`src/rtl/sfrad_pkg.sv`:
```
`default_nettype none
package sfrad_pkg;

  localparam int unsigned FIFO_DEPTH_DEF = 8192;

  localparam int unsigned SAMPLE_W = 16;
  localparam int unsigned RATE_W   = 18;
  localparam int unsigned VOL_W    = 8;
  localparam int unsigned THR_W    = 14;
  localparam int unsigned FILL_W   = 14;
  localparam int unsigned PHASE_W  = 32;
  localparam int unsigned CNT_W    = 32;
  localparam int unsigned CFG_IDX_W = 3;

  // Register reset values
  localparam logic [RATE_W-1:0] NATIVE_RATE_RST = 18'd66207;
  localparam logic [RATE_W-1:0] OUTPUT_RATE_RST = 18'd48000;
  localparam logic [VOL_W-1:0]  VOLUME_RST      = 8'd100;
  localparam logic [THR_W-1:0]  START_THR_RST   = 14'd4096;
  localparam logic [THR_W-1:0]  STOP_THR_RST    = 14'd1024;

  // Divide by 100: q = (a * RECIP) >> DIV_SHIFT, exact for a < 2^23
  localparam int unsigned MUL_W     = 24;
  localparam int unsigned PROD_W    = 23;
  localparam int unsigned QUO_W     = 17;
  localparam int unsigned DIV_SHIFT = 30;
  localparam logic [MUL_W-1:0] RECIP = 24'd10737419;

  typedef enum logic [CFG_IDX_W-1:0] {
    REG_NATIVE_RATE = 3'd0,
    REG_OUTPUT_RATE = 3'd1,
    REG_VOLUME      = 3'd2,
    REG_START_THR   = 3'd3,
    REG_STOP_THR    = 3'd4
  } cfg_reg_e;

  typedef enum logic {
    CMD_PUSH = 1'b0,
    CMD_TICK = 1'b1
  } cmd_e;

  typedef enum logic [2:0] {
    ST_IDLE,
    ST_PUSH,
    ST_GATE,
    ST_ACCUM,
    ST_POP,
    ST_SCALE,
    ST_WAIT,
    ST_RESP
  } state_e;

  typedef struct packed {
    logic signed [SAMPLE_W-1:0] left;
    logic signed [SAMPLE_W-1:0] right;
  } pair_t;

  typedef struct packed {
    logic                       command;
    logic signed [SAMPLE_W-1:0] left_in;
    logic signed [SAMPLE_W-1:0] right_in;
    logic                       block_start;
  } in_item_t;

  typedef struct packed {
    logic signed [SAMPLE_W-1:0] out_left;
    logic signed [SAMPLE_W-1:0] out_right;
    logic                       push_accepted;
    logic [FILL_W-1:0]          fill_level;
    logic                       output_enabled;
    logic [CNT_W-1:0]           underrun_count;
  } out_item_t;

  typedef struct packed {
    logic  start;
    pair_t held;
  } scl_req_t;

  typedef struct packed {
    logic  done;
    pair_t result;
  } scl_rsp_t;

endpackage
`default_nettype wire

```
`src/rtl/sfrad_scaler.sv`:
```
`default_nettype none
module sfrad_scaler (
  input  wire logic                  clk_i,
  input  wire logic                  rst_ni,
  input  wire sfrad_pkg::scl_req_t   req_i,
  input  wire logic [sfrad_pkg::VOL_W-1:0] volume_i,
  output sfrad_pkg::scl_rsp_t        rsp_o
);

  // step: 0 mul left, 1 div left, 2 mul right, 3 div right
  logic [1:0]                        step_q;
  logic                              busy_q;
  logic                              done_q;
  logic [sfrad_pkg::PROD_W-1:0]      prod_q;
  logic                              neg_q;
  sfrad_pkg::pair_t                  result_q;

  logic signed [sfrad_pkg::SAMPLE_W-1:0] sample;
  logic [sfrad_pkg::SAMPLE_W:0]          mag;
  logic [sfrad_pkg::MUL_W-1:0]           mul_a;
  logic [sfrad_pkg::MUL_W-1:0]           mul_b;
  logic [2*sfrad_pkg::MUL_W-1:0]         mul_p;
  logic [sfrad_pkg::QUO_W-1:0]           quo;
  logic [sfrad_pkg::QUO_W-1:0]           quo_neg;
  logic [sfrad_pkg::SAMPLE_W-1:0]        sat;

  always_comb begin
    sample = step_q[1] ? req_i.held.right : req_i.held.left;
    mag    = sample[sfrad_pkg::SAMPLE_W-1] ?
             (~{sample[sfrad_pkg::SAMPLE_W-1], sample} + 17'd1) :
             {sample[sfrad_pkg::SAMPLE_W-1], sample};
    // one shared multiplier: |x|*volume, then product*reciprocal
    if (step_q[0]) begin
      mul_a = {1'b0, prod_q};
      mul_b = sfrad_pkg::RECIP;
    end else begin
      mul_a = {7'd0, mag};
      mul_b = {16'd0, volume_i};
    end
    mul_p   = mul_a * mul_b;
    quo     = mul_p[sfrad_pkg::DIV_SHIFT +: sfrad_pkg::QUO_W];
    quo_neg = 17'd0 - quo;
    if (neg_q) begin
      sat = (quo > 17'd32768) ? 16'h8000 : quo_neg[sfrad_pkg::SAMPLE_W-1:0];
    end else begin
      sat = (quo > 17'd32767) ? 16'h7fff : quo[sfrad_pkg::SAMPLE_W-1:0];
    end
  end

  always_ff @(posedge clk_i or negedge rst_ni) begin
    if (!rst_ni) begin
      step_q <= 2'd0;
      busy_q <= 1'b0;
      done_q <= 1'b0;
    end else begin
      done_q <= busy_q && (step_q == 2'd3);
      if (req_i.start) begin
        busy_q <= 1'b1;
        step_q <= 2'd0;
      end else if (busy_q) begin
        step_q <= step_q + 2'd1;
        if (step_q == 2'd3) begin
          busy_q <= 1'b0;
        end
      end
    end
  end

  always_ff @(posedge clk_i) begin
    if (busy_q) begin
      if (!step_q[0]) begin
        prod_q <= mul_p[sfrad_pkg::PROD_W-1:0];
        neg_q  <= sample[sfrad_pkg::SAMPLE_W-1];
      end else if (step_q[1]) begin
        result_q.right <= sat;
      end else begin
        result_q.left <= sat;
      end
    end
  end

  assign rsp_o.done   = done_q;
  assign rsp_o.result = result_q;

  assert property (@(posedge clk_i) disable iff (!rst_ni)
    done_q |-> !busy_q)
    else $error("scaler done while still busy");

  assert property (@(posedge clk_i) disable iff (!rst_ni)
    (busy_q && step_q == 2'd3 && !req_i.start) |=> done_q)
    else $error("scaler finished without done");

  assert property (@(posedge clk_i) disable iff (!rst_ni)
    $rose(busy_q) |-> $past(req_i.start))
    else $error("scaler started without request");

endmodule
`default_nettype wire

```
`config.mk`:
```
export PLATFORM = sky130hd
export DESIGN_NAME = sfrad_scaler
export DESIGN_NICKNAME = d
export VERILOG_FILES = /design/src/rtl/sfrad_pkg.sv /design/src/rtl/sfrad_scaler.sv
export SDC_FILE = /design/constraint.sdc
export NUM_CORES = 1
export LEC_CHECK = 0
export BUFFER_PORTS_ARGS = -buffer_cell sky130_fd_sc_hd__buf_2
export CAP_MARGIN = 25
export CORE_UTILIZATION = 30
export DETAILED_ROUTE_END_ITERATION = 12
export GPL_ROUTABILITY_DRIVEN = 1
export PLACE_DENSITY_LB_ADDON = 0.08
export SYNTH_ARGS = -nofsm -noshare
export SYNTH_HDL_FRONTEND = slang
export SYNTH_SLANG_ARGS = --single-unit
```
`constraint.sdc`:
```
create_clock -name clk_i -period 8.7 [get_ports clk_i]
set_input_delay 0.435 -clock clk_i [delete_from_list [all_inputs] [get_ports clk_i]]
set_output_delay 0.435 -clock clk_i [all_outputs]
set_load 0.005 [all_outputs]
```
[After elaboration in Yosys (flattened, before gate mapping)]
Cells that the tools add are included.
W data, S select, Z words.
Storage, ports and cells
  logic and storage cells: 34
  bits of input ports: 43
  output and inout port bits: 33
  register bits after elaboration: 60
Cells by class
  equal/unequal tests: 1
  magnitude comparators: 2
  muxes and demuxes: 12
  bitwise gates (word level): 3
  multipliers: 1
  add/subtract/negate cells: 3
  reductions and logical operators: 5
Operator list (number)
  $mux W16: 4
  $mul A23 B24 Y47: 1
  $mux W24: 1
  $mux W23: 1
  $add A17 B1 Y17 const B: 1
  $gt A17 B15 Y1 const B: 1
  $gt A17 B16 Y1 const B: 1
  $mux W17: 1
  $not A17 Y17: 1
  $sub A1 B16 Y16 const A: 1
  $reduce_and A3 Y1: 2
  $mux W2: 2
  $mux W1: 3
  $add A2 B1 Y2 const B: 1
  $eq A2 B2 Y1 const B: 1
  $not A1 Y1: 2
  $reduce_and A2 Y1: 1
  $reduce_bool A2 Y1: 1
  $logic_and A1 B1 Y1: 1

[Longest topological paths before layout]
  depth after elaboration: 9
  gate-level depth with buffers: 41
  gate-level depth less buffers: 38

[Least setup slack after synthesis]
OpenSTA, ideal clock, no wires.
  kind: register to register
  from: reg step_q[1]
  to: reg result_q, in the netlist rsp_o[13], data pin
  period minus slack after synthesis: 9.232 ns
  required time: 8.523 ns
  path buffers: 2
  setup slack: -0.532 ns
  data arrival time: 9.055 ns
  setup time: 0.177 ns
  cell stages (with the launch flop): 36
  cells stage by stage: dfrtp_1 -> clkbuf_1 -> mux2i_1 -> ha_1 -> o21ai_0 -> or2_2 -> or2_2 -> o21ai_0 -> xor2_1 -> nand2_1 -> fa_1 -> inv_1 -> fa_1 -> inv_1 -> fa_1 -> inv_1 -> fa_1 -> fa_1 -> fa_1 -> inv_1 -> fa_1 -> inv_1 -> ha_1 -> clkbuf_1 -> nand4_1 -> nor4_1 -> nor3b_2 -> o21ai_0 -> nand2_1 -> ha_1 -> inv_1 -> a2111oi_4 -> nand4_2 -> o41a_4 -> and2_4 -> a221oi_2
On the way
  word-level cells in the longest chain between the ends: 9
  elaborated cells between the ends (all ways): 12
  classes of those cells: add/sub: 2; mul: 1; order compare: 2; mux: 6; bitwise: 1
Ends and longest elaborated chain
  start: declaration: RTL line sfrad_scaler.sv:11  | logic [1:0] step_q;
  start signal: assignment: RTL line sfrad_scaler.sv:61  | step_q <= step_q + 2'd1;
  $mux W16 *: RTL line sfrad_scaler.sv:28  | sample = step_q[1] ? req_i.held.right : req_i.held.left;
  $not A17 Y17: RTL line sfrad_scaler.sv:30  | (~{sample[sfrad_pkg::SAMPLE_W-1], sample} + 17'd1) :
  $add A17 B1 Y17: RTL line sfrad_scaler.sv:30
  $mux W17 *: RTL line sfrad_scaler.sv:29  | mag = sample[sfrad_pkg::SAMPLE_W-1] ?
  $mux W23 *: RTL line sfrad_scaler.sv:33  | if (step_q[0]) begin
  $mul A23 B24 Y47 *: RTL line sfrad_scaler.sv:40  | mul_p = mul_a * mul_b;
  $sub A1 B16 Y16, or another cell as far along: RTL line sfrad_scaler.sv:42  | quo_neg = 17'd0 - quo;
  $mux W16, on equally long branches: RTL line sfrad_scaler.sv:44, sfrad_scaler.sv:46
  $mux W16 *: RTL line sfrad_scaler.sv:43  | if (neg_q) begin
  via sat (one bit): RTL line sfrad_scaler.sv:25  | logic [sfrad_pkg::SAMPLE_W-1:0] sat;
  end: declaration: RTL line sfrad_scaler.sv:16  | sfrad_pkg::pair_t result_q;
Mark *: on every way through the listed nets, which the timed path passes. The rest lies on a longest branch.
A chain may end at the register's enable or synchronous reset.

[Worst setup path after layout]
  from: reg step_q[1]
  to: reg result_q, in the netlist rsp_o[27], data pin
Same word-level chain as after synthesis.

==> metrics.md <==
| Metric | Value |
|---|---|
| Critical Path Start | step_q[1] |
| First-pass GRT wire length | 88040 um |
| Max incr delay on CP | 0.56 ns |
| Tcrit/Tclk final | 1.051 |
| Clock buffer count from CTS | 9 |
| Worst setup EP type | flop |
| Nets | 2739 |
| Die Span Y | 239.1 um |
| Placed Area | 0.02012 sq mm |
| Core area | 0.05531 sq mm |
| Worst R2R Start | step_q[1] |
| Dpl ws | -0.9245 ns |
| Starting DRC count in detailed routing | 688 |
| Status | finished with violations |
| Fin Hold WS | 0.2726 ns |
| Crit Reg-Reg Endpoint | rsp_o[27] |
| MaxCap Viol Count | 0 |
| CTS H-tree depth | 3 |
| Initial core utilization | 0.3050 |
| Die X | 239.1 um |
| Slack of the critical path | -0.4409 ns |
| Failing checks | negative setup slack |
| Most frequent cell on the critical path | fa_1 |
| Non-filler cells, final | 2911 |
| Max_slew headroom | 0.4379 |
| Final setup violation count | 32 |
| Clock sinks | 60 |
| Via density per instance | 4.577 |
| Syn_area_per_cell | 9.366 sq um |
| Clk slew on worst S/H paths | 0.06 ns |
| Clock Skews | 0.01579 ns |
| DIE AREA | 0.05718 sq mm |
| Mapped Cells | 1801 |
| Worst Path Required | 8.88 ns |
| Worst-path fanout max | 8 |
| RSZ-0062 raised after global routing | yes |
| Cells after DPL | 2856 |
| Final Routed Wirelength | 56230 um |
| Ys Warns | 0 |
| Port Buffers | 75 |
| First-pass iteration count of the detailed router | 5 |
| Core Rows | 86 |
| DR WL/cell | 19.31 um |
| Hold EP | step_q[0] |
| Number of global-route vias before repair | 14508 |
| Final Slew Violations | 0 |
| Routed Antenna Nets | 0 |
| CTS tree | done |
| Global router's overall resource usage | 0.2049 |
| Initial antenna violation count | 0 |
| Slowest stage cell on the critical path | fa_1 |
| # IOs | 76 |
| Startpoint types | flop |
| Yosys reg bits | 60 |
| Min Tclk post-route | 9.141 ns |
| Deepest clock path buffer count | 2 |
| Clock Latency Late Sink | 0.35 ns |
| Asr flop ratio synth | 0.06667 |
| Hold_sp | req_i[32] |
| Netlist cell types | 79 |
| Final hold vios | 0 |
| Design Area, Final | 0.02158 sq mm |
| Layout cells sized above 1 | 0.2612 |
| R2R depth | 36 |
| Syn Std Cell Area | 0.01687 sq mm |
| GR Overflow Total | 0 |
| GPL Wtd Cong | 0.9360 |
| ANT cells | 0 |
| Area Overhead vs Synth | 27.95% |
| Post-DP HPWL | 49980 um |
| Vias | 13324 |
| Root buf cell | clkbuf_16 |
| Max Freq | 109.4 MHz |
| Worst Hold Class | input pin to flop |
| EDFF count, synth | 56 |
| Top_reg_cell synth | edfxtp_1 |
| Residual DRC | 0 |
| Critical setup path kind | flop to flop |
| Worst Hold Depth | 2 |
| Largest net degree at the start of global routing | 29 |
| Slew @ Worst Pin | 0.8414 ns |
| Fillers | 5658 |
| Seq/Total Area, Yosys | 0.1056 |
| CP arrival | 9.32 ns |
| R2R setup slack | -0.44 ns |
==> cell families (layout without fill, tap and decap cells) <==
logic type,after synthesis,count (layout),synth area share
AO/OA/AOI/OAI,229,229,0.09317
XOR/XNOR,39,39,0.02025
flip-flops,60,60,0.1056
multiplexers,28,28,0.01699
AND/OR/NAND/NOR,424,424,0.1206
adder cells (fa/ha/maj),538,538,0.5344
buffers and inverters,481,814,0.1085
other,2,31,0.0004452
==> cell type report <==
| type | count | area [sq um] | area share |
|---|---|---|---|
| clock inverter | 7 | 98.84 | 0.004580 |
| sequential | 60 | 1784 | 0.08267 |
| multi-input combinational | 1289 | 14270 | 0.6611 |
| timing repair buffer | 366 | 2649 | 0.1227 |
| clock buffer | 9 | 225.2 | 0.01044 |
| tap | 748 | 935.9 | 0.04336 |
| inverter | 432 | 1622 | 0.07514 |
==> flip-flops by register name, summed over array words and instances, names as in the netlist <==
register  flops
rsp_o        32
prod_q       23
neg_q         1
step_q        2
done_q        1
busy_q        1
==> per-stage QoR <==
step	TNS, ns	util
finish	-10.78	0.3902
floorplan	0	-
global route	-20.14	0.3902
detailed placement	-26.78	0.3638
global placement	-24.32	0.3638
CTS	-10.30	0.3823
==> synth_stat cells (all sizes together), types with 5 or more instances <==
cell	n	area (sq um)
edfxtp	56	1682
ha	234	2928
o21a	8	60.06
mux2	5	56.30
a31oi	6	37.54
o31ai	5	37.54
and2	43	272.8
fa	304	6086
nor4	10	68.81
a21oi	66	349.1
o21bai	6	45.04
clkbuf	38	142.6
nor2	91	341.6
mux2i	23	230.2
o22ai	8	75.07
and3	8	50.05
nand2	163	611.8
buf	11	66.31
nor3	22	110.1
a21o	16	120.1
xor2	17	148.9
xnor2	22	192.7
or4	5	45.04
o211ai	15	112.6
nand4	16	118.9
a22oi	5	37.54
inv	432	1622
or2	10	62.56
a211oi	12	107.6
nand3	22	110.1
o21ai	56	284.0
nor2b	11	68.82
nand2b	11	68.82
==> layer usage <==
metal,global-route usage,up-vias,part of all wire
met5,0,-,0
met4,0.02584,0,0.012
met3,0.01062,39,0.017
met2,0.3409,177,0.48
met1,0.3000,6715,0.49
li1,-,6393,-
==> what timing repair did <==
item / CTS / global route
buffers inserted: 25 / 16
hold buffers: 1 / 0
pin swaps: 66 / 55
gates resized for setup: 111 / 74
endpoints found under the hold margin: 4 / 0
setup endpoints to repair: 32 / 32
==> how the worst max path moves through the flow <==
stage,end,slack (ns),depth (start not counted)
floorplan,rsp_o[13],0.004,35
global placement,rsp_o[0],-0.85,33
detailed placement,rsp_o[31],-0.92,36
CTS,rsp_o[7],-0.40,37
global route,rsp_o[7],-0.72,35
finish,rsp_o[27],-0.44,36
==> placed cells by master, fill, tap and decap left out, types with 7 or more instances in the layout <==
cell,netlist,routed
a211oi_1,10,10
a21o_1,16,16
a21oi_1,61,46
a21oi_2,5,17
and2_1,41,38
buf_2,5,75
buf_4,1,275
buf_6,2,11
clkbuf_16,0,9
conb_1,2,31
edfxtp_1,56,56
fa_1,304,291
fa_2,0,13
ha_1,234,220
ha_4,0,11
inv_1,432,422
inv_2,0,10
mux2i_1,23,15
nand2_1,163,153
nand2_2,0,8
nand2b_1,11,10
nand3_1,22,18
nand4_1,13,13
nor2_1,91,79
nor2b_1,11,9
nor3_1,22,20
o211ai_1,15,15
o21a_1,8,7
o21ai_0,48,35
o21ai_1,7,11
xnor2_1,22,16
xor2_1,17,14
==> critical path, delay by kind of cell (launching register included) <==
kind / cells / cell delay (ns)
buf+inv: 10 / 1.07
simple gates: 12 / 2.65
compound gates: 4 / 0.48
flops: 1 / 0.43
fa+ha+maj: 8 / 3.83
mux: 1 / 0.34
xor+xnor: 1 / 0.17
Power is not shown: default switching activity piles up to over one toggle a cycle in this logic, so the estimate is an artifact.
